===== src/rtl/crs_pkg.sv =====
package crs_pkg;

	localparam logic [7:0] GF_POLY_LOW = 8'h1D;

	localparam logic [7:0] CFG_DATA_SHARDS   = 8'd0;
	localparam logic [7:0] CFG_PARITY_SHARDS = 8'd1;

	typedef struct packed {
		logic [7:0] data_byte;
		logic [7:0] shard_index;
		logic       final_column;
	} in_t;

	typedef struct packed {
		logic [7:0] out_shard;
		logic [7:0] out_byte;
		logic       column_done;
		logic       block_done;
	} out_t;

	// One accepted data byte on its way from the front to the back.
	typedef struct packed {
		logic [7:0] data_byte;
		logic [7:0] shard_index;
		logic       final_column;
		logic       last;
	} entry_t;

	// Effective shard counts, already clamped.
	typedef struct packed {
		logic [7:0] k;
		logic [4:0] m;
	} cfg_t;

	function automatic logic [7:0] gf_mul(input logic [7:0] a, input logic [7:0] b);
		logic [7:0] x;
		logic [7:0] r;
		x = a;
		r = 8'h00;
		for (int n = 0; n < 8; n++) begin
			if (b[n]) begin
				r = r ^ x;
			end
			x = x[7] ? ({x[6:0], 1'b0} ^ GF_POLY_LOW) : {x[6:0], 1'b0};
		end
		return r;
	endfunction

	// Inverse table from the powers of the generator 2; zero maps to zero.
	function automatic logic [255:0][7:0] build_inv_table();
		logic [255:0][7:0] expt;
		logic [255:0][7:0] inv;
		logic [7:0]        x;
		expt = '0;
		inv = '0;
		x = 8'h01;
		for (int n = 0; n < 255; n++) begin
			expt[n] = x;
			x = gf_mul(x, 8'h02);
		end
		for (int n = 0; n < 255; n++) begin
			inv[expt[n]] = (n == 0) ? expt[0] : expt[255 - n];
		end
		return inv;
	endfunction

	localparam logic [255:0][7:0] GF_INV_TBL = build_inv_table();

endpackage


===== src/rtl/crs_fifo.sv =====
module crs_fifo #(
	parameter int DEPTH = 4
) (
	input  logic             clk,
	input  logic             arst_n,
	input  logic             wr,
	input  crs_pkg::entry_t  wr_entry,
	output logic             full,
	input  logic             rd,
	output crs_pkg::entry_t  rd_entry,
	output logic             valid
);
	import crs_pkg::*;

	localparam int PTR_W = $clog2(DEPTH);
	localparam int CNT_W = $clog2(DEPTH + 1);
	localparam logic [PTR_W-1:0] LAST_PTR = PTR_W'(DEPTH - 1);
	localparam logic [CNT_W-1:0] FULL_CNT = CNT_W'(DEPTH);

	entry_t           slot_q [DEPTH];
	logic [PTR_W-1:0] wr_ptr_q;
	logic [PTR_W-1:0] rd_ptr_q;
	logic [CNT_W-1:0] count_q;

	assign full     = (count_q == FULL_CNT);
	assign valid    = (count_q != '0);
	assign rd_entry = slot_q[rd_ptr_q];

	always_ff @(posedge clk) begin
		if (wr) begin
			slot_q[wr_ptr_q] <= wr_entry;
		end
	end

	always_ff @(posedge clk or negedge arst_n) begin
		if (!arst_n) begin
			wr_ptr_q <= '0;
			rd_ptr_q <= '0;
			count_q  <= '0;
		end else begin
			if (wr) begin
				wr_ptr_q <= (wr_ptr_q == LAST_PTR) ? '0 : PTR_W'(wr_ptr_q + 1'b1);
			end
			if (rd) begin
				rd_ptr_q <= (rd_ptr_q == LAST_PTR) ? '0 : PTR_W'(rd_ptr_q + 1'b1);
			end
			if (wr && !rd) begin
				count_q <= CNT_W'(count_q + 1'b1);
			end else if (rd && !wr) begin
				count_q <= CNT_W'(count_q - 1'b1);
			end
		end
	end

endmodule


===== config.mk =====
export PLATFORM = sky130hd
export DESIGN_NAME = crs_fifo
export DESIGN_NICKNAME = d
export VERILOG_FILES = /design/src/rtl/crs_pkg.sv /design/src/rtl/crs_fifo.sv
export SDC_FILE = /design/constraint.sdc
export NUM_CORES = 1
export LEC_CHECK = 0
export ABC_AREA = 1
export BUFFER_PORTS_ARGS = -buffer_cell sky130_fd_sc_hd__buf_2
export CAP_MARGIN = 40
export CORE_MARGIN = 4
export CORE_UTILIZATION = 60
export DETAILED_ROUTE_END_ITERATION = 8
export PLACE_DENSITY_LB_ADDON = 0.2
export SKIP_LAST_GASP = 1
export SYNTH_ARGS = -nofsm -noshare
export SYNTH_HDL_FRONTEND = slang
export SYNTH_SLANG_ARGS = --single-unit

===== constraint.sdc =====
create_clock -name clk -period 2 [get_ports clk]
set_input_delay 0.4 -clock clk [delete_from_list [all_inputs] [get_ports clk]]
set_output_delay 0.4 -clock clk [all_outputs]
set_load 0.01 [all_outputs]

---- After elaboration in Yosys (flattened, before gate mapping) ----
Memory sizes are Yosys's and may differ from the RTL's.
Index checks and enable logic that the tools add are counted.
operators by class
  reduce and logical (&&, ||, !) cells .... 6
  add/subtract/negate cells ............... 4
  muxes and demuxes ....................... 6
  eq/ne operators ......................... 3
operator list
  cell                                              count
  2-to-1 mux 3 bit                                  2
  adder 2 x 1 -> 2 bit, second input constant       2
  == test 2 bit, second input constant              2
  2-to-1 mux 2 bit                                  2
  adder 3 x 1 -> 3 bit, second input constant       1
  == test 3 bit, second input constant              1
  nonzero test 3 bit                                1
  subtractor 3 x 1 -> 3 bit, second input constant  1
  logical AND 1 bit                                 2
  zero test 1 bit                                   2
  2-to-1 mux 1 bit                                  2
  nonzero test 2 bit                                1
word-level totals
  memory bits (writable) .................. 72
  register bits ........................... 7
  memories ................................ 1
  input port bits ......................... 22
  output and inout port bits .............. 20
memory list
  name    depth  width  read ports  clocked after memory_dff  wr ports  RTL line        text
  slot_q  4      18     1           0                         1         crs_fifo.sv:20  entry_t slot_q [DEPTH];

---- Depth between registers and ports, before layout ----
Gate-level depths: netlist of run 1.
  depth in word-level cells ............... 4
  depth in mapped cells ................... 9
  mapped depth without buffers ............ 9

---- Worst setup path before layout of run 1 ----
No wires, ideal clock.
  kind .................................... register to register
  start ................................... register wr_ptr_q[0]
  end ..................................... memory slot_q[2][0] (netlist bit), enable pin
  clock period less this slack ............ 1.391 ns
  setup time .............................. 0.373 ns
  path slack .............................. 0.609 ns
  arrival ................................. 1.018 ns
  path buffers ............................ 0
  required time ........................... 1.627 ns
  stages on the path, launching flop included .. 5
  cells stage by stage .................... dfrtp_1 inv_1 ha_1 nand2_1 inv_1
RTL lines
  what                    RTL line        text
  start, declared         crs_fifo.sv:21  logic [PTR_W-1:0] wr_ptr_q;
  start signal, assigned  crs_fifo.sv:42  wr_ptr_q <= (wr_ptr_q == LAST_PTR) ? '0 : PTR_W'(wr_ptr_q + 1'b1);
  end, declared           crs_fifo.sv:20
Straight into the memory's write port.

==> results of run 1 <==
-- worst max-delay path: cells and delay by family, from the launching register on --
kind	cells	cell delay, ps
flops	1	430
buf+inv	3	480
simple gates	1	80
compound gates	1	170
-- registers in the layout (all words and copies together), names as in the netlist --
name      count
slot_q       72
wr_ptr_q      2
rd_ptr_q      2
count_q       3
-- final cells by class --
cell class	count	area [um2]	area share [%]
well taps	70	87.58	2.301
multi-input cells	123	681.9	17.92
clock buffers	14	152.6	4.011
repair buffers	52	340.3	8.941
inverters	49	191.4	5.030
clock inverters	2	8.758	0.2301
repair inverters	1	5.005	0.1315
flip-flops and latches	79	2338	61.44
-- worst max path at each step --
| stage | to | slack (ps) | depth (start not counted) |
|---|---|---|---|
| after global routing | rd_entry[10] | -10 | 5 |
| final | rd_entry[2] | 100 | 5 |
| after floorplan | slot_q[2][0] | 610 | 4 |
| after global placement | rd_entry[16] | 420 | 6 |
| after detailed placement | rd_entry[2] | 380 | 6 |
| after CTS | rd_entry[2] | 40 | 6 |
-- power by group --
part	switching, mW	internal [mW]	leakage (nW)
clock network	0.502	0.481	0.0821
registers	0.132	2.16	0.744
logic	1.08	0.682	0.808
total	1.71	3.33	1.63
-- logic make-up (layout without fill, tap and decap cells) --
family                     Yosys count  count (layout)
adders and majority gates            7               7
DFF                                 79              79
buffers and inverters               59             118
AOI/OAI and AO/OA                   41              41
xor gates and xnor gates             1               1
and+or+nand+nor                     74              74
-- synthesized netlist by cell type, drive strengths merged --
master / instances / area share [%]
a21oi: 1 / 0.15
buf: 9 / 2.9
clkbuf: 1 / 0.41
dfrtp: 7 / 5.3
edfxtp: 72 / 65
fa: 1 / 0.60
ha: 6 / 2.3
inv: 49 / 5.7
nand2: 69 / 7.8
nand3: 1 / 0.15
nand4: 1 / 0.19
nor2: 2 / 0.23
nor3: 1 / 0.15
o211ai: 36 / 8.1
o21ai: 4 / 0.60
xnor2: 1 / 0.26
-- layer usage --
metal / GRT usage, % / vias to the layer above / routed length (um)
met5: 0 / - / 0
met4: 7.475 / 0 / 92
met3: 4.989 / 9 / 227
met2: 28.61 / 38 / 2646
met1: 22.68 / 924 / 2534
li1: - / 999 / -
-- timing repair --
action | in CTS | in global routing
gates resized for setup | 1 | 2
cloned | 0 | 1
endpoints found under the hold margin | 7 | 0
setup endpoints to repair | 1 | 12
hold buffers | 1 | 0
-- through the flow --
step | cells | util [%] | hold slack (ps) | setup TNS, ps | setup WS, ps
6_report | 390 | 72.67 | 267.0 | 0 | 103.0
5_1_grt | 390 | 72.67 | 259.8 | -12.96 | -10.35
4_1_cts | 389 | 72.55 | 258.9 | 0 | 40.83
3_5_place_dp | 372 | 69.23 | 246.0 | 0 | 378.6
3_3_place_gp | 372 | 69.23 | 243.6 | 0 | 420.7
2_1_floorplan | 261 | - | 104.4 | 0 | 609.2
==> impl_metrics.env, run 1 <==
export IMPL_hold_viol=0
export IMPL_final_period_utilization_pct=94.85
export IMPL_power_leakage_nw=1.634
export IMPL_path_class="reg -> out"
export IMPL_startpoint="rd_ptr_q[0]"
export IMPL_synthAdderAreaFrac_pct=2.867
export IMPL_worstPathRequired_ps=1600
export IMPL_final_max_slew_viol_count=0
export IMPL_htreeDepth=3
export IMPL_min_period_ps=1897
export IMPL_power_density_nw_per_um2=1324
export IMPL_die_h_um=82.35
export IMPL_dpl_instance_area_um2=3626
export IMPL_synth_simple_area_share_pct=8.525
export IMPL_fin_nets=344
export IMPL_grt_pass1_vias=1828
export IMPL_hold_start="wr_entry[13]"
export IMPL_power_mw=5.040
export IMPL_cts_buffers=9
export IMPL_place_gp_congestion=0.7256
export IMPL_grt_ovfl_total=0
export IMPL_ctsRootBufferMaster="clkbuf_8"
export IMPL_nFillCells=357
export IMPL_synth_compound_area_share_pct=8.902
export IMPL_firstDrtPassIters=4
export IMPL_worstRegToRegCells=5
export IMPL_yosysWarnings=0
export IMPL_cts_buffer_depth=2
export IMPL_synth_xor_area_share_pct=0.2641
export IMPL_initial_core_util_pct=63.33
export IMPL_drtAntennaViolNets=0
export IMPL_setup_viol=0
export IMPL_post_cts_setup_buffers=0
export IMPL_cp_cell_sequence="clkinv_4 -> buf_4 -> o211ai_1 -> nand2_1 -> buf_2"
export IMPL_syn_inst=261
export IMPL_die_area_um2=6782
export IMPL_cts_num_sinks=79
export IMPL_layout_drive_gt1_share_pct=20.63
export IMPL_skew_ps=8.188
export IMPL_synth_seq_cells=79
export IMPL_crit_path_top_delay_cell="dfrtp_2"
export IMPL_viasPerCell=5.051
export IMPL_drtIter0Drc=89
export IMPL_muxShareOfSynthArea_pct=0
export IMPL_cp_max_fo=14
export IMPL_pin_count=42
export IMPL_area_delta_synth_final_pct=14.75
export IMPL_synth_area_um2=3317
export IMPL_synth_top_family_by_area="buffers and inverters"
export IMPL_maxCapViolCount=0
export IMPL_ff2ff_setup_slack_ps=500
export IMPL_status="completed"
export IMPL_synth_distinct_cells=19
export IMPL_antenna_found_initial=0
export IMPL_reg2reg_from="wr_ptr_q[0]"
export IMPL_grt_pass1_wl_um=8500
export IMPL_r2r_end="slot_q[0][3]"
export IMPL_hold_path_depth=1
export IMPL_finalInstanceArea_um2=3806
export IMPL_worst_pin_slew_ps=362.4
export IMPL_slowest_delay_ps=430
export IMPL_worstSetupStartpointType="register"
export IMPL_worstHoldPathType="in -> reg"
export IMPL_max_freq_mhz=527.1
export IMPL_relSlewSlack_pct=75.82
export IMPL_port_buffers=41
export IMPL_hpwl_um=3703
export IMPL_syn_avg_cell_area_um2=12.71
export IMPL_coreArea_um2=5238
export IMPL_chipWidth_um=82.35
export IMPL_wl_um=5500
export IMPL_grt_max_degree=29
export IMPL_grt_total_usage_pct=17.76
export IMPL_yosysSeqAreaShare_pct=70.46
export IMPL_avgRoutedWirePerCell_um=14.10
export IMPL_dr_total_vias=1970
export IMPL_clock_latency_ps=340
export IMPL_rows=26
export IMPL_syn_nets=290
export IMPL_hold_end="slot_q[3][13]"
export IMPL_drc=0
export IMPL_final_common_cell="edfxtp_1"
export IMPL_crit_arrival_ps=1500
export IMPL_clkTransAtPathRegs_ps=70
export IMPL_end_kind="primary output"
export IMPL_final_cell_mix="edfxtp_1, nand2_1, inv_1, buf_2, o211ai_1"
export IMPL_cts_tree="yes"
export IMPL_ir_drop_mv=0.8024
export IMPL_diodes=0
No activity file was read; power rests on OpenSTA's default activity.
==> run 2, diff against run 1 <==
Settings changed: SETUP_SLACK_MARGIN from default to 0.3.
==> impl_metrics.env, run 2 (same netlist as run 1, synthesis figures left out) <==
export IMPL_status="completed"
export IMPL_pin_count=42
export IMPL_largest_register_ffs=72
export IMPL_cp_max_fo=7
export IMPL_relSlewSlack_pct=75.62
export IMPL_grt_pass1_vias=1875
export IMPL_place_gp_congestion=0.7256
export IMPL_wl_um=5800
export IMPL_cts_tree="yes"
export IMPL_grt_ovfl_total=0
export IMPL_fin_nets=352
export IMPL_largest_register="slot_q"
export IMPL_grt_total_usage_pct=18.26
export IMPL_finalInstanceArea_um2=3896
export IMPL_clock_latency_ps=340
export IMPL_setup_viol=0
export IMPL_fin_ws_ps=149.7
export IMPL_maxCapViolCount=0
export IMPL_worst_pin_slew_ps=365.3
export IMPL_viasPerCell=5.106
export IMPL_final_cell_mix="edfxtp_1, nand2_1, inv_1, buf_2, o211ai_1"
export IMPL_firstDrtPassIters=4
export IMPL_worstSetupStartpointType="register"
export IMPL_coreArea_um2=5238
export IMPL_port_buffers=41
export IMPL_cts_buffers=9
export IMPL_final_common_cell="edfxtp_1"
export IMPL_rsz0062_at_grt="true"
export IMPL_area_delta_synth_final_pct=17.47
export IMPL_htreeDepth=3
export IMPL_power_leakage_nw=1.685
export IMPL_skew_ps=8.114
export IMPL_fin_util_pct=74.39
export IMPL_worstPathRequired_ps=1600
export IMPL_drtIter0Drc=89
export IMPL_chipWidth_um=82.35
export IMPL_hold_ws_ps=269.1
export IMPL_power_density_nw_per_um2=1338
export IMPL_path_class="reg -> out"
export IMPL_cp_cell_sequence="buf_4 -> inv_8 -> o211ai_1 -> nand2_1 -> buf_2"
export IMPL_power_mw=5.212
export IMPL_grt_pass1_wl_um=8749
export IMPL_drc=0
export IMPL_die_area_um2=6782
export IMPL_crit_path_top_delay_cell="dfrtp_2"
export IMPL_final_period_utilization_pct=92.52
export IMPL_dr_total_vias=2032
export IMPL_diodes=0
export IMPL_rows=26
export IMPL_grt_max_degree=29
export IMPL_hpwl_um=3703
export IMPL_min_period_ps=1850
export IMPL_worstHoldPathType="in -> reg"
export IMPL_final_max_slew_viol_count=0
export IMPL_clkTransAtPathRegs_ps=70
export IMPL_stdcell_count=398
export IMPL_layout_drive_gt1_share_pct=22.56
export IMPL_max_freq_mhz=540.4
export IMPL_cts_num_sinks=79
export IMPL_ctsRootBufferMaster="clkbuf_8"
export IMPL_ir_drop_mv=0.8043
export IMPL_pre_cts_slack_ps=378.6
export IMPL_tns_ps=0
export IMPL_crit_arrival_ps=1450
export IMPL_dp_cells=372
export IMPL_initial_core_util_pct=63.33
export IMPL_top_regs="slot_q x72, count_q x3"
export IMPL_slowest_delay_ps=440
export IMPL_cts_buffer_depth=2
export IMPL_drtAntennaViolNets=0
export IMPL_antenna_found_initial=0
export IMPL_end_kind="primary output"
export IMPL_hold_viol=0
export IMPL_dpl_instance_area_um2=3626
export IMPL_avgRoutedWirePerCell_um=14.57
export IMPL_die_h_um=82.35
## run 2: cell types whose count changed in the layout (fill, tap and decap cells not counted), sizes merged
cell    previous run  this run
buf               51        56
clkbuf            14        15
clkinv             4         2
inv               48        52
## run 2: routing by layer
| layer | share of wire (%) | wire length [um] | vias to the layer above | track usage [%] |
|---|---|---|---|---|
| met5 | 0 | 0 | - | 0 |
| met4 | 1.4 | 82 | 0 | 7.475 |
| met3 | 5.3 | 307 | 8 | 4.989 |
| met2 | 50 | 2903 | 49 | 30.21 |
| met1 | 43 | 2507 | 957 | 22.75 |
| li1 | - | - | 1018 | - |
## run 2: worst max-delay path, delay by kind of cell (launching register included)
family                 cells  cell delay [ps]
AO/OA/AOI/OAI              1              170
buffers and inverters      3              400
flip-flops                 1              440
AND/OR/NAND/NOR            1              110
## run 2: path summary, 6_finish.rpt
| check | startpoint | slack [ps] | endpoint | cells after the start |
|---|---|---|---|---|
| max in group asynchronous | arst_n | 1390 | rd_ptr_q[0] | 2 |
| setup reg to reg | wr_ptr_q[0] | 500 | slot_q[0][3] | 5 |
| min in group asynchronous | arst_n | 430 | rd_ptr_q[1] | 2 |
| setup / recovery | rd_ptr_q[0] | 150 | rd_entry[1] | 5 |
| hold / removal | wr_entry[13] | 270 | slot_q[3][13] | 1 |
| hold reg to reg | count_q[2] | 490 | count_q[2] | 2 |
## run 2: cell type report
cell class | instances | area (um2)
Clock inverter | 2 | 8.758
Inverter | 49 | 191.4
Multi-Input combinational cell | 123 | 681.9
Fill cell | 343 | 1341
Timing Repair inverter | 3 | 21.27
Clock buffer | 14 | 152.6
Tap cell | 70 | 87.58
Sequential cell | 79 | 2338
Timing Repair Buffer | 58 | 414.1
## run 2: repair_timing
item                                    4_1_cts  5_1_grt
hold buffers                                  1        0
endpoints found under the hold margin         7        0
gates resized for setup                       4        4
endpoints found under the setup margin       18       18
buffers inserted                              4        1
cloned                                        2        2
pin swaps                                     3        0
## run 2: power breakdown
part	total, mW	internal [mW]	switching [mW]
Clock	0.982	0.481	0.501
Sequential	2.30	2.16	0.134
Combinational	1.93	0.790	1.14
Total	5.21	3.44	1.78
