[config.mk]
export PLATFORM = sky130hd
export DESIGN_NAME = crs_front
export DESIGN_NICKNAME = d
export VERILOG_FILES = /design/src/rtl/crs_pkg.sv /design/src/rtl/crs_front.sv
export SDC_FILE = /design/constraint.sdc
export NUM_CORES = 1
export LEC_CHECK = 0
export BUFFER_PORTS_ARGS = -buffer_cell sky130_fd_sc_hd__buf_4
export CORE_MARGIN = 2
export CORE_UTILIZATION = 48
export CTS_BUF_LIST = sky130_fd_sc_hd__clkbuf_4 sky130_fd_sc_hd__clkbuf_8 sky130_fd_sc_hd__clkbuf_16
export DETAILED_ROUTE_END_ITERATION = 8
export GPL_TIMING_DRIVEN = 0
export PLACE_DENSITY = 0.85
export SYNTH_ARGS = -nofsm -noshare
export SYNTH_HDL_FRONTEND = slang
export SYNTH_SLANG_ARGS = --single-unit
[constraint.sdc]
create_clock -name clk -period 4.9 [get_ports clk]
set_input_delay 0.49 -clock clk [delete_from_list [all_inputs] [get_ports clk]]
set_output_delay 0.49 -clock clk [all_outputs]
set_load 0.01 [all_outputs]
[src/rtl/crs_pkg.sv]
package crs_pkg;

	localparam logic [7:0] GF_POLY_LOW = 8'h1D;

	localparam logic [7:0] CFG_DATA_SHARDS   = 8'd0;
	localparam logic [7:0] CFG_PARITY_SHARDS = 8'd1;

	typedef struct packed {
		logic [7:0] data_byte;
		logic [7:0] shard_index;
		logic       final_column;
	} in_t;

	typedef struct packed {
		logic [7:0] out_shard;
		logic [7:0] out_byte;
		logic       column_done;
		logic       block_done;
	} out_t;

	// One accepted data byte on its way from the front to the back.
	typedef struct packed {
		logic [7:0] data_byte;
		logic [7:0] shard_index;
		logic       final_column;
		logic       last;
	} entry_t;

	// Effective shard counts, already clamped.
	typedef struct packed {
		logic [7:0] k;
		logic [4:0] m;
	} cfg_t;

	function automatic logic [7:0] gf_mul(input logic [7:0] a, input logic [7:0] b);
		logic [7:0] x;
		logic [7:0] r;
		x = a;
		r = 8'h00;
		for (int n = 0; n < 8; n++) begin
			if (b[n]) begin
				r = r ^ x;
			end
			x = x[7] ? ({x[6:0], 1'b0} ^ GF_POLY_LOW) : {x[6:0], 1'b0};
		end
		return r;
	endfunction

	// Inverse table from the powers of the generator 2; zero maps to zero.
	function automatic logic [255:0][7:0] build_inv_table();
		logic [255:0][7:0] expt;
		logic [255:0][7:0] inv;
		logic [7:0]        x;
		expt = '0;
		inv = '0;
		x = 8'h01;
		for (int n = 0; n < 255; n++) begin
			expt[n] = x;
			x = gf_mul(x, 8'h02);
		end
		for (int n = 0; n < 255; n++) begin
			inv[expt[n]] = (n == 0) ? expt[0] : expt[255 - n];
		end
		return inv;
	endfunction

	localparam logic [255:0][7:0] GF_INV_TBL = build_inv_table();

endpackage

[src/rtl/crs_front.sv]
module crs_front #(
	parameter int MAX_PARITY = 16
) (
	input  logic             clk,
	input  logic             arst_n,
	input  logic             push,
	output logic             full,
	input  crs_pkg::in_t     item,
	input  logic             cfg_write,
	input  logic [7:0]       cfg_index,
	input  logic [7:0]       cfg_data,
	output crs_pkg::cfg_t    cfg,
	output logic             q_push,
	output crs_pkg::entry_t  q_entry,
	input  logic             q_full
);
	import crs_pkg::*;

	logic [7:0] data_shards_q;
	logic [4:0] parity_shards_q;
	logic [7:0] k_eff;
	logic [8:0] m_wide;
	logic [8:0] m_limit;

	always_ff @(posedge clk or negedge arst_n) begin
		if (!arst_n) begin
			data_shards_q   <= 8'd1;
			parity_shards_q <= 5'd0;
		end else if (cfg_write) begin
			case (cfg_index)
				CFG_DATA_SHARDS:   data_shards_q   <= cfg_data;
				CFG_PARITY_SHARDS: parity_shards_q <= cfg_data[4:0];
				default: ;
			endcase
		end
	end

	// A data shard count of zero behaves as one; parity count is held to what fits.
	always_comb begin
		k_eff   = (data_shards_q == 8'd0) ? 8'd1 : data_shards_q;
		m_limit = 9'd256 - {1'b0, k_eff};
		m_wide  = {4'b0000, parity_shards_q};
		if (m_wide > 9'(MAX_PARITY)) begin
			m_wide = 9'(MAX_PARITY);
		end
		if (m_wide > m_limit) begin
			m_wide = m_limit;
		end
	end

	assign cfg.k = k_eff;
	assign cfg.m = m_wide[4:0];

	// Bytes of shards beyond the configured count are accepted and dropped.
	assign full                 = q_full;
	assign q_push               = push && !q_full && (item.shard_index < k_eff);
	assign q_entry.data_byte    = item.data_byte;
	assign q_entry.shard_index  = item.shard_index;
	assign q_entry.final_column = item.final_column;
	assign q_entry.last         = (item.shard_index == 8'(k_eff - 8'd1));

endmodule

Word-level counts from Yosys, hierarchy flattened --
Index checks and enable logic that the tools add are counted.
Storage, ports and cells: word-level logic and storage cells 19, flip-flop bits (word level) 13
Cells by class: eq/ne operators 2, add/sub/neg operators 2, reductions and logical operators 7, muxes and demuxes 3, order comparisons 3
Operators with widths (number):
- logical NOT 8 bit | 2
- 2-to-1 mux 5 bit | 2
- greater-than comparator 5 x 9 -> 1 bit | 1
- subtractor 9 x 8 -> 9 bit, first input constant | 1
- == test 8 x 1 -> 1 bit, second input constant | 1
- == test 8 bit | 1
- < comparator 8 bit | 1
- 2-to-1 mux 8 bit | 1
- subtractor 8 x 1 -> 8 bit, second input constant | 1
- greater-than comparator 5 bit, second input constant | 1
- AND reduction 2 bit | 2
- logical AND 1 bit | 2
- logical NOT 1 bit | 1

Longest topological paths before layout --
Gate-level depths: netlist (run 1).
word-level depth 5, depth in mapped cells 11

Worst setup path after synthesis (run 1) --
Ideal clock, no wire load.
path kind reg2out, start point register data_shards_q[5], end point output cfg[0] (netlist bit), cell stages (with the launch flop) 11, required time 4410 ps, path buffers 1, arrival 2809 ps, path slack 1601 ps, cells stage by stage dfrtp_1 > clkbuf_8 > nor4_1 > a41oi_1 > ha_1 > xor2_1 > ha_1 > a41oi_1 > o31ai_1 > maj3_1 > o32ai_1
RTL lines:
- start: declaration | line crs_front.sv:19 | logic [7:0] data_shards_q;
- start signal: assignment | line crs_front.sv:31 | CFG_DATA_SHARDS: data_shards_q <= cfg_data;
- end: declaration | line crs_front.sv:12 | output crs_pkg::cfg_t cfg,

==> results.md, run 1 <==
* Status: finished clean
* Initial core utilization at 49.2%
* DRC Markers at 0
* Max incr delay on CP at 0.41 ns
* Min-Delay Path Class: input port to asynchronous set/reset pin
* Synth async-reset ratio at 100%
* Fin. Hold Viols at 0
* Flops & latches, synth at 13
* Hold-fix buffers, CTS at 0
* Post-synth EDFFs at 0
* Slowest cell on crit path: maj3_1
* Via-to-Cell Ratio at 5.17
* Worst EP arrival at 3.52 ns
* Worst reg2reg startpoint: data_shards_q[4]
* Post-Route Setup TNS at 0 ns
* Die ar. at 3190 um2
* Core Area at 2690 um2
* Post-Syn Nets at 208
* Avg WL per Cell at 11.8 um
* Worst Setup SP: data_shards_q[5]
* Worst skew pair latency at 0.27 ns
* Initial antenna violation count at 0
* RSZ-0062 raised after global routing: false
* Syn Inst Count at 157
* Routed wire length at 2980 um
* Largest net degree at the start of global routing at 14
* Crit-path cells: clkbuf_8 > nor4_1 > a41oi_1 > ha_1 > xor2_1 > ha_1 > a41oi_1 > o31ai_1 > maj3_1 > o32ai_1 > buf_4
* Placed cell area at 1820 um2
* Worst ir drop on vdd at 0.000184 V
* Worst-Margin Slew at 0.663 ns
* Final setup viols at 0
* Max Clk Rate at 249 MHz
* Die Height at 56.5 um
* Critical path endpoint category: output pin
* Yosys warnings at 0
* Period utilization at 81.9%
* Ys flop type: dfrtp_1
* CTS Buf Count at 3
* Routed via count at 1309
* Vias in the first global route at 1128
* I/O pins at 71
* Util after Layout at 68.8%
* Critical path class: flop to output pin
* Power density over the cells at 188 nW/um2
* DRT iter0 DRCs at 23
* H-tree levels at 1
* Inserted Diodes at 0
* First-pass DRT Iterations at 4
* GRT Residual Overflow at 0
* TritonCTS Sinks at 13
* Clock Path Buffers at 2
* Area growth from synthesis to layout at 39.8%
* Layout Skew at 0 ns
* Max-cap violations at 0
* Clk slew on worst S/H paths at 0.07 ns
* Final layout net count at 274
* GP Congestion at 0.785
* CP Launch Type: flop
* Row Count at 19
* Fillers at 230
* Worst path required time at 4.41 ns
* All-Layer GR Usage at 18.6%
* Horiz. Die Dim at 56.5 um
* CTS resizes at 0
* TritonCTS clock tree: yes
* Cell leakage power at 0.973 nW
* Dpl hpwl at 2550 um
* Final min period at 4.01 ns
* Layout cells sized above 1 at 43.2%
* I/O Buffers at 61
* Register area share after synthesis at 24.7%
* Fin area at 1850 um2
* Post-Syn Area at 1320 um2
* Synthesized area per cell at 8.42 um2
* Critical path peak fanout at 10
* Synth cell types at 37
* Placement Setup Slack at 1.23 ns
* Final max-slew violation count at 0
* Detail Route Antenna Nets at 0
* Slew HR at 55.7%
* Root Buffer: clkbuf_4
* First-pass GRT wire length at 4680 um
* Final worst-path setup slack at 0.887 ns
* Post-CTS Setup Repair Bufs at 0
## cell usage after synthesis, types with 3 or more instances
library cell / n / area share, %
o32ai_1: 4 / 2.6
nor4_1: 3 / 1.4
buf_4: 18 / 10
o21ai_0: 14 / 5.3
mux2_2: 6 / 5.1
ha_1: 13 / 12
inv_1: 15 / 4.3
xor2_1: 3 / 2.0
clkbuf_1: 8 / 2.3
nand2_1: 14 / 4.0
dfrtp_1: 12 / 23
nor2_1: 7 / 2.0
nor2b_1: 3 / 1.4
o21a_1: 3 / 1.7
xnor2_1: 5 / 3.3
## area by class of cell
type                       count  area [um2]  share of cell area (%)
tap                           31        38.8                    2.10
clock buffer                   4        30.0                    1.62
buffer                        28         193                    10.4
inverter                      15        56.3                    3.04
sequential                    13         327                    17.7
timing repair buffer          61         458                    24.8
multi-input combinational    101         747                    40.4
## per-stage QoR
stage / instances / power [mW] / hold slack (ns)
2_1_floorplan: 157 / 0.215 / 0.194
3_3_place_gp: 249 / 0.278 / 0.337
3_5_place_dp: 249 / 0.281 / 0.337
4_1_cts: 253 / 0.351 / 0.0359
5_1_grt: 253 / 0.372 / 0.0337
6_report: 253 / 0.347 / 0.0420
## flip-flops by register name (all words and copies together), names as in the netlist
name,count
parity_shards_q,5
data_shards_q,8
## power by group
part,switching [mW],total [mW],internal [mW]
Sequential,0.00729,0.122,0.115
Combinational,0.0725,0.157,0.0842
Clock,0.0315,0.0686,0.0371
Total,0.111,0.347,0.236
## final timing paths
| path | end | slack (ns) | depth (start not counted) |
|---|---|---|---|
| min in group clk | data_shards_q[6] | 0.42 | 3 |
| worst min-delay path | parity_shards_q[1] | 0.04 | 1 |
| max in group asynchronous | data_shards_q[0] | 4.63 | 1 |
| worst min register to register | parity_shards_q[3] | 0.52 | 1 |
| worst max register to register | data_shards_q[4] | 4.03 | 3 |
| worst max-delay path | cfg[2] | 0.89 | 11 |
## cell families after synthesis
| group | count (synthesis) | synth area share, % |
|---|---|---|
| flip-flops | 13 | 24.7 |
| AND/OR/NAND/NOR | 39 | 15.7 |
| adder cells (fa/ha/maj) | 14 | 13.1 |
| multiplexers | 6 | 5.11 |
| buffers and inverters | 43 | 18.8 |
| AO/OA/AOI/OAI | 34 | 17.3 |
| XOR/XNOR | 8 | 5.30 |
## placed cells by master, fill, tap and decap left out, types with 2 or more instances in the layout
cell	instances
buf_4	79
inv_1	15
nand2_1	14
o21ai_0	14
ha_1	13
dfrtp_1	12
clkbuf_1	8
nor2_1	7
mux2_2	6
xnor2_1	5
o32ai_1	4
clkbuf_4	4
xor2_1	3
nor4_1	3
nor2b_1	3
o21a_1	3
clkbuf_8	2
o31ai_1	2
a41oi_1	2
a211oi_1	2
nor3_1	2
a31oi_1	2
nand3_1	2
## critical path: cells and delay by family (launching register included)
kind	cells	cell delay, ns
buf+inv	2	0.33
fa+ha+maj	3	1.02
xor+xnor	1	0.29
flops	1	0.39
compound gates	4	0.86
simple gates	1	0.37
## metal layers
layer	vias up	routed length [um]	global-route usage [%]
met5	-	0	0
met4	0	40	7.48
met3	5	298	3.46
met2	64	1410	31.6
met1	579	1230	22.9
li1	661	-	-
Power figures use the tool's default switching activity.
==> inputs of run 2 (changes only) <==
- CORE_UTILIZATION: 48 -> 45
- PLACE_DENSITY: 0.85 -> 0.8
- clock period: 4.9 -> 3.9 ns (I/O delays scaled with it)
==> run 2 against run 1 <==
Register-to-register slack got worse by 1.1 ns. Via count is 3.9% higher. Wire length grew 14%. Worst hold slack improved by 0.29 ns. Flip-flop and latch count unchanged. Non-clock buffer count rose by 2. Clock power up 25%. Final area increased by 3.2%. Worst setup slack worse by 0.74 ns. Die area grew 6.2%. First-iteration DRC count is 8.7% higher. Sequential power grew 27%. Critical path type unchanged. Critical endpoint unchanged. Largest cell class unchanged.
==> results.md, run 2 (synthesized netlist as in run 1, its figures left out) <==
* Status: finished clean
* Biggest regs: data_shards_q (8), parity_shards_q (5)
* I/O Buffers at 61 (unchanged)
* Slew HR at 54.4% (-1.3 points)
* Area growth from synthesis to layout at 44.4%
* Crit-path cells: nor4_4 > a41oi_2 > ha_1 > inv_1 > ha_1 > nor2b_1 > o21a_1 > o31ai_2 > maj3_1 > o32ai_1 > buf_4
* Worst reg2reg startpoint: data_shards_q[6]
* I/O pins at 71 (unchanged)
* Initial antenna violation count at 0 (unchanged)
* Row Count at 19 (unchanged)
* TritonCTS Sinks at 13 (unchanged)
* Critical path class: flop to output pin
* Power density over the cells at 238 nW/um2 (+27%)
* Routed via count at 1360 (+3.9%)
* Vias in the first global route at 1308 (+16%)
* Global Route met1 Usage at 22.0% (-0.93 points)
* CTS Buf Count at 3 (unchanged)
* Final max-slew violation count at 0 (unchanged)
* Final setup viols at 0 (unchanged)
* Final worst-path setup slack at 0.148 ns (-0.739 ns)
* Worst Setup SP: data_shards_q[6]
* Slowest cell on crit path: dfrtp_1
* Via-to-Cell Ratio at 5.33 (+3.1%)
* Critical path endpoint category: output pin
* Critical path peak fanout at 6 (-4)
* Clk slew on worst S/H paths at 0.07 ns (about the same)
* Min-Delay Path Class: input port to flop
* First-pass GRT wire length at 5200 um (+11%)
* DRT iter0 DRCs at 25 (+8.7%)
* Fin. Hold Viols at 0 (unchanged)
* Max-cap violations at 0 (unchanged)
* GR peak layer: met2
* Post-Route Setup TNS at 0 ns (unchanged)
* Total power at 0.454 mW (+31%)
* Placement Setup Slack at 0.315 ns (-0.915 ns)
* TritonCTS clock tree: yes
* Layout cells sized above 1 at 45.5% (+2.3 points)
* Avg WL per Cell at 13.2 um (+13%)
* Core Area at 2780 um2 (+3.5%)
* Grt met3 use at 3.35% (-0.11 points)
* CP Launch Type: flop
* Most common cell after layout, fill and taps aside: buf_4
* Horiz. Die Dim at 58.2 um (+3.0%)
* Reg with most FFs: data_shards_q
* DRC Markers at 0 (unchanged)
* Dpl hpwl at 2750 um (+7.8%)
* Root Buffer: clkbuf_4
* Top cell by count, worst path: ha_1
* Worst-Margin Slew at 0.683 ns (+0.0200 ns)
* Util after Layout at 68.6% (-0.19 points)
* Delay-heaviest family, CP: adder cells
* Fin area at 1910 um2 (+3.2%)
* Period utilization at 96.2%
* Initial core utilization at 47.5% (-1.7 points)
* First-pass DRT Iterations at 4 (unchanged)
* Met2 GRT Util at 35.7% (+4.2 points)
* All-Layer GR Usage at 19.6% (+1.0 points)
* Max incr delay on CP at 0.48 ns (+0.07 ns)
* Clock Path Buffers at 2 (unchanged)
* Largest net degree at the start of global routing at 14 (unchanged)
* Worst EP arrival at 3.36 ns (-0.16 ns)
* Cell leakage power at 0.998 nW (+2.6%)
* Die Height at 58.2 um (+3.0%)
* Layout Skew at 0 ns (unchanged)
* Final layout net count at 276 (+0.73%)
* Die ar. at 3390 um2 (+6.2%)
* H-tree levels at 1 (unchanged)
* Worst skew pair latency at 0.27 ns (about the same)
* CP Buf/Inv Count at 2 (unchanged)
* Worst ir drop on vdd at 0.000269 V (+46%)
* Detail Route Antenna Nets at 0 (unchanged)
* Max reg flops at 8 (unchanged)
* Placed cell area at 1820 um2 (unchanged)
* Routed wire length at 3380 um (+14%)
* HP Start: cfg_data[5]
* Worst path required time at 3.51 ns (-0.90 ns)
* Inserted Diodes at 0 (unchanged)
* GRT Residual Overflow at 0 (unchanged)
* Final min period at 3.75 ns
* GP Congestion at 0.847 (+7.8%)
* Max Clk Rate at 267 MHz
* Commonest non-fill, non-tap cells in the layout: buf_4, inv_1, nand2_1
-- run 2: worst register-to-register path, delay by kind of cell (launching register included) --
family                 cells  cell delay [ns]
buffers and inverters      1             0.16
AO/OA/AOI/OAI              1             0.18
flip-flops                 1             0.50
-- run 2: final cells by class --
class,count,area [um2]
tap,31,38.8
buffer,28,193
multi-input combinational,101,790
sequential,13,327
fill,223,872
inverter,15,56.3
timing repair buffer,63,475
clock buffer,4,30.0
-- run 2: per-stage QoR --
| stage | hold WS (ns) | std cells |
|---|---|---|
| 4_1_cts | 0.329 | 254 |
| 6_report | 0.332 | 255 |
| 5_1_grt | 0.344 | 255 |
| 3_5_place_dp | 0.238 | 249 |
| 3_3_place_gp | 0.234 | 249 |
| 2_1_floorplan | 0.0944 | 157 |
-- run 2: final timing paths --
| path | endpoint | depth (start not counted) | slack (ns) |
|---|---|---|---|
| setup reg to reg | data_shards_q[6] | 2 | 2.98 |
| hold / removal | data_shards_q[5] | 3 | 0.33 |
| setup / recovery | cfg[2] | 11 | 0.15 |
| max in group asynchronous | data_shards_q[0] | 2 | 3.18 |
| hold reg to reg | parity_shards_q[1] | 1 | 0.52 |
| min in group asynchronous | parity_shards_q[0] | 2 | 0.49 |
-- run 2: per-layer routing --
metal  up-vias  part of all wire, %
li1        665                    -
met5         -                    0
met3        10                  9.4
met2        71                   49
met1       614                   39
met4         0                  2.7
-- run 2: report_power, final --
group          internal, mW  leakage (nW)  switching, mW
registers             0.144         0.145         0.0111
logic                 0.112         0.835          0.101
clock network        0.0465        0.0184         0.0390
-- run 2: repair_timing --
action,CTS,global route
endpoints found under the setup margin,0,4
buffers inserted,0,1
hold buffers,1,0
resized for setup,0,7
endpoints found under the hold margin,12,0
==> inputs of run 3 (changes only) <==
- BUFFER_PORTS_ARGS: -buffer_cell sky130_fd_sc_hd__buf_4 -> -buffer_cell sky130_fd_sc_hd__buf_2
- CORE_UTILIZATION: 45 -> 31
- PLACE_DENSITY: 0.8 -> unset
==> run 3 against run 2 <==
Worst setup slack better by 0.059 ns. Flip-flop and latch count unchanged. Sequential share of layout area up 1.4 points. Utilization down 25 points. Global-route usage down 6.8 points. Worst hold slack worse by 0.32 ns. Combinational power down 16%. Final area down 7.8%. Largest cell class unchanged. Largest power group unchanged. Highest routed layer unchanged.
==> results.md, run 3 (synthesized netlist as in run 1, its figures left out) <==
* Status: finished clean
* Horiz. Die Dim at 69.3 um (+19%)
* Slew HR at 54.1% (-0.34 points)
* Biggest regs: data_shards_q (8), parity_shards_q (5)
* Max incr delay on CP at 0.55 ns (+0.07 ns)
* Period utilization at 94.7% (-1.5 points)
* GRT Residual Overflow at 0 (unchanged)
* Routed wire length at 3040 um (-9.9%)
* Final layout net count at 274 (-0.72%)
* I/O Buffers at 61 (unchanged)
* Die ar. at 4800 um2 (+42%)
* Reg with most FFs: data_shards_q
* Clock Path Buffers at 2 (unchanged)
* GP Congestion at 0.849 (+0.20%)
* Fin. Hold Viols at 0 (unchanged)
* Worst reg2reg startpoint: data_shards_q[4]
* TritonCTS clock tree: yes
* Commonest non-fill, non-tap cells in the layout: buf_2, buf_4, inv_1
* Critical path endpoint category: output pin
* First-pass GRT wire length at 5070 um (-2.4%)
* Most common cell after layout, fill and taps aside: buf_2
* Hold-fix buffers, CTS at 0 (-1)
* Clk slew on worst S/H paths at 0.05 ns (-0.02 ns)
* DRT iter0 DRCs at 28 (+12%)
* Final min period at 3.69 ns (-0.0592 ns)
* RSZ-0062 raised after global routing: false
* Routed via count at 1265 (-7.0%)
* Inserted Diodes at 0 (unchanged)
* Slowest cell on crit path: or4_4
* DRC Markers at 0 (unchanged)
* Worst EP arrival at 3.30 ns (-0.06 ns)
* Root Buffer: clkbuf_8
* Row Count at 23 (+4)
* Initial antenna violation count at 0 (unchanged)
* Critical path peak fanout at 6 (unchanged)
* CTS Buf Count at 3 (unchanged)
* First-pass DRT Iterations at 4 (unchanged)
* H-tree levels at 1 (unchanged)
* Via-to-Cell Ratio at 4.65 (-13%)
* Die Height at 69.3 um (+19%)
* Worst skew pair latency at 0.24 ns (-0.03 ns)
* Final max-slew violation count at 0 (unchanged)
* Crit-path cells: or4_4 > o21ai_0 > ha_1 > a41oi_1 > o31ai_2 > maj3_1 > o32ai_1 > buf_2
* Power density over the cells at 260 nW/um2 (+9.5%)
* Layout cells sized above 1 at 45.0% (-0.49 points)
* All-Layer GR Usage at 12.8% (-6.8 points)
* Max Clk Rate at 271 MHz (+1.6%)
* Min-Delay Path Class: input port to asynchronous set/reset pin
* Worst-Margin Slew at 0.688 ns (+0.00504 ns)
* Max reg flops at 8 (unchanged)
* Util after Layout at 43.4% (-25 points)
* Critical path class: flop to output pin
* CP Buf/Inv Count at 1 (-1)
* Worst path required time at 3.51 ns (about the same)
* CP Launch Type: flop
* Detail Route Antenna Nets at 0 (unchanged)
* Reg2Reg Depth at 3 (+1)
* TritonCTS Sinks at 13 (unchanged)
* Cell leakage power at 0.929 nW (-6.9%)
* R2R Path End: data_shards_q[4]
* Vias in the first global route at 1116 (-15%)
* Core Area at 4060 um2 (+46%)
* Worst ir drop on vdd at 0.000159 V (-41%)
* Layout Skew at 0 ns (unchanged)
* Register-to-register setup slack at 3.04 ns (+0.06 ns)
* Dpl hpwl at 2640 um (-3.8%)
* Delay-heaviest family, CP: compound AO/OA/AOI/OAI gates
* Initial core utilization at 32.6% (-15 points)
* Largest net degree at the start of global routing at 14 (unchanged)
* I/O pins at 71 (unchanged)
* Avg WL per Cell at 11.2 um (-16%)
* Post-Route Setup TNS at 0 ns (unchanged)
* Max-cap violations at 0 (unchanged)
* Final setup viols at 0 (unchanged)
* Area growth from synthesis to layout at 33.1%
==> run 3: changes by cell type in the layout (fill, tap and decap cells not counted), sizes merged <==
cell and delta:
buf -1, dlygate4sd3 -1
==> run 3: report_power, final <==
| group | internal (mW) | switching (mW) | leakage, nW |
|---|---|---|---|
| Sequential | 0.144 | 0.0102 | 0.145 |
| Clock | 0.0789 | 0.0453 | 0.0262 |
| Combinational | 0.0882 | 0.0908 | 0.758 |
| Total | 0.312 | 0.146 | 0.929 |
==> run 3: routing by layer <==
metal | vias up | track usage, % | part of all wire (%)
met5 | - | 0 | 0
met4 | 0 | 4.58 | 1.5
met3 | 5 | 1.45 | 7.2
met2 | 55 | 19.4 | 42
met1 | 546 | 18.7 | 49
li1 | 659 | - | -
==> run 3: how the worst max path moves through the flow <==
| stage | startpoint | end | slack (ns) | cells past startpoint |
|---|---|---|---|---|
| after floorplan | data_shards_q[5] | cfg[0] | 0.70 | 10 |
| after global placement | data_shards_q[5] | cfg[2] | 0.30 | 11 |
| after detailed placement | data_shards_q[5] | cfg[2] | 0.34 | 11 |
| after CTS | data_shards_q[5] | cfg[2] | 0.06 | 11 |
| after global routing | data_shards_q[2] | cfg[0] | 0.002 | 8 |
| final | data_shards_q[2] | cfg[2] | 0.21 | 8 |
==> run 3: cell type report <==
cell class	instances	area [um2]
Fill cell	428	2300
Multi-Input combinational cell	101	768
Sequential cell	13	327
Timing Repair Buffer	61	305
Buffer	28	193
Tap cell	50	62.6
Inverter	15	56.3
Clock buffer	4	48.8
==> run 3: per-stage QoR <==
stage / worst slack, ns / total power [mW] / instance area, um2 / instances / hold WS, ns
after global placement: 0.298 / 0.332 / 1690 / 268 / 0.288
after detailed placement: 0.339 / 0.334 / 1690 / 268 / 0.287
after global routing: 0.00184 / 0.493 / 1760 / 272 / 0.0458
final: 0.207 / 0.458 / 1760 / 272 / 0.0166
after floorplan: 0.701 / 0.270 / 1320 / 157 / 0.0944
after CTS: 0.0590 / 0.461 / 1740 / 272 / 0.0253
==> run 3: timing repair <==
item                                    in CTS  in global routing
buffers inserted                             0                  0
endpoints found under the setup margin       0                  4
gates resized for setup                      0                  4
==> run 3: worst reg2reg max path, delay by kind of cell (launching register included) <==
family                 cells  cell delay [ns]
AOI/OAI and AO/OA          1             0.08
DFF                        1             0.40
buffers and inverters      2             0.25
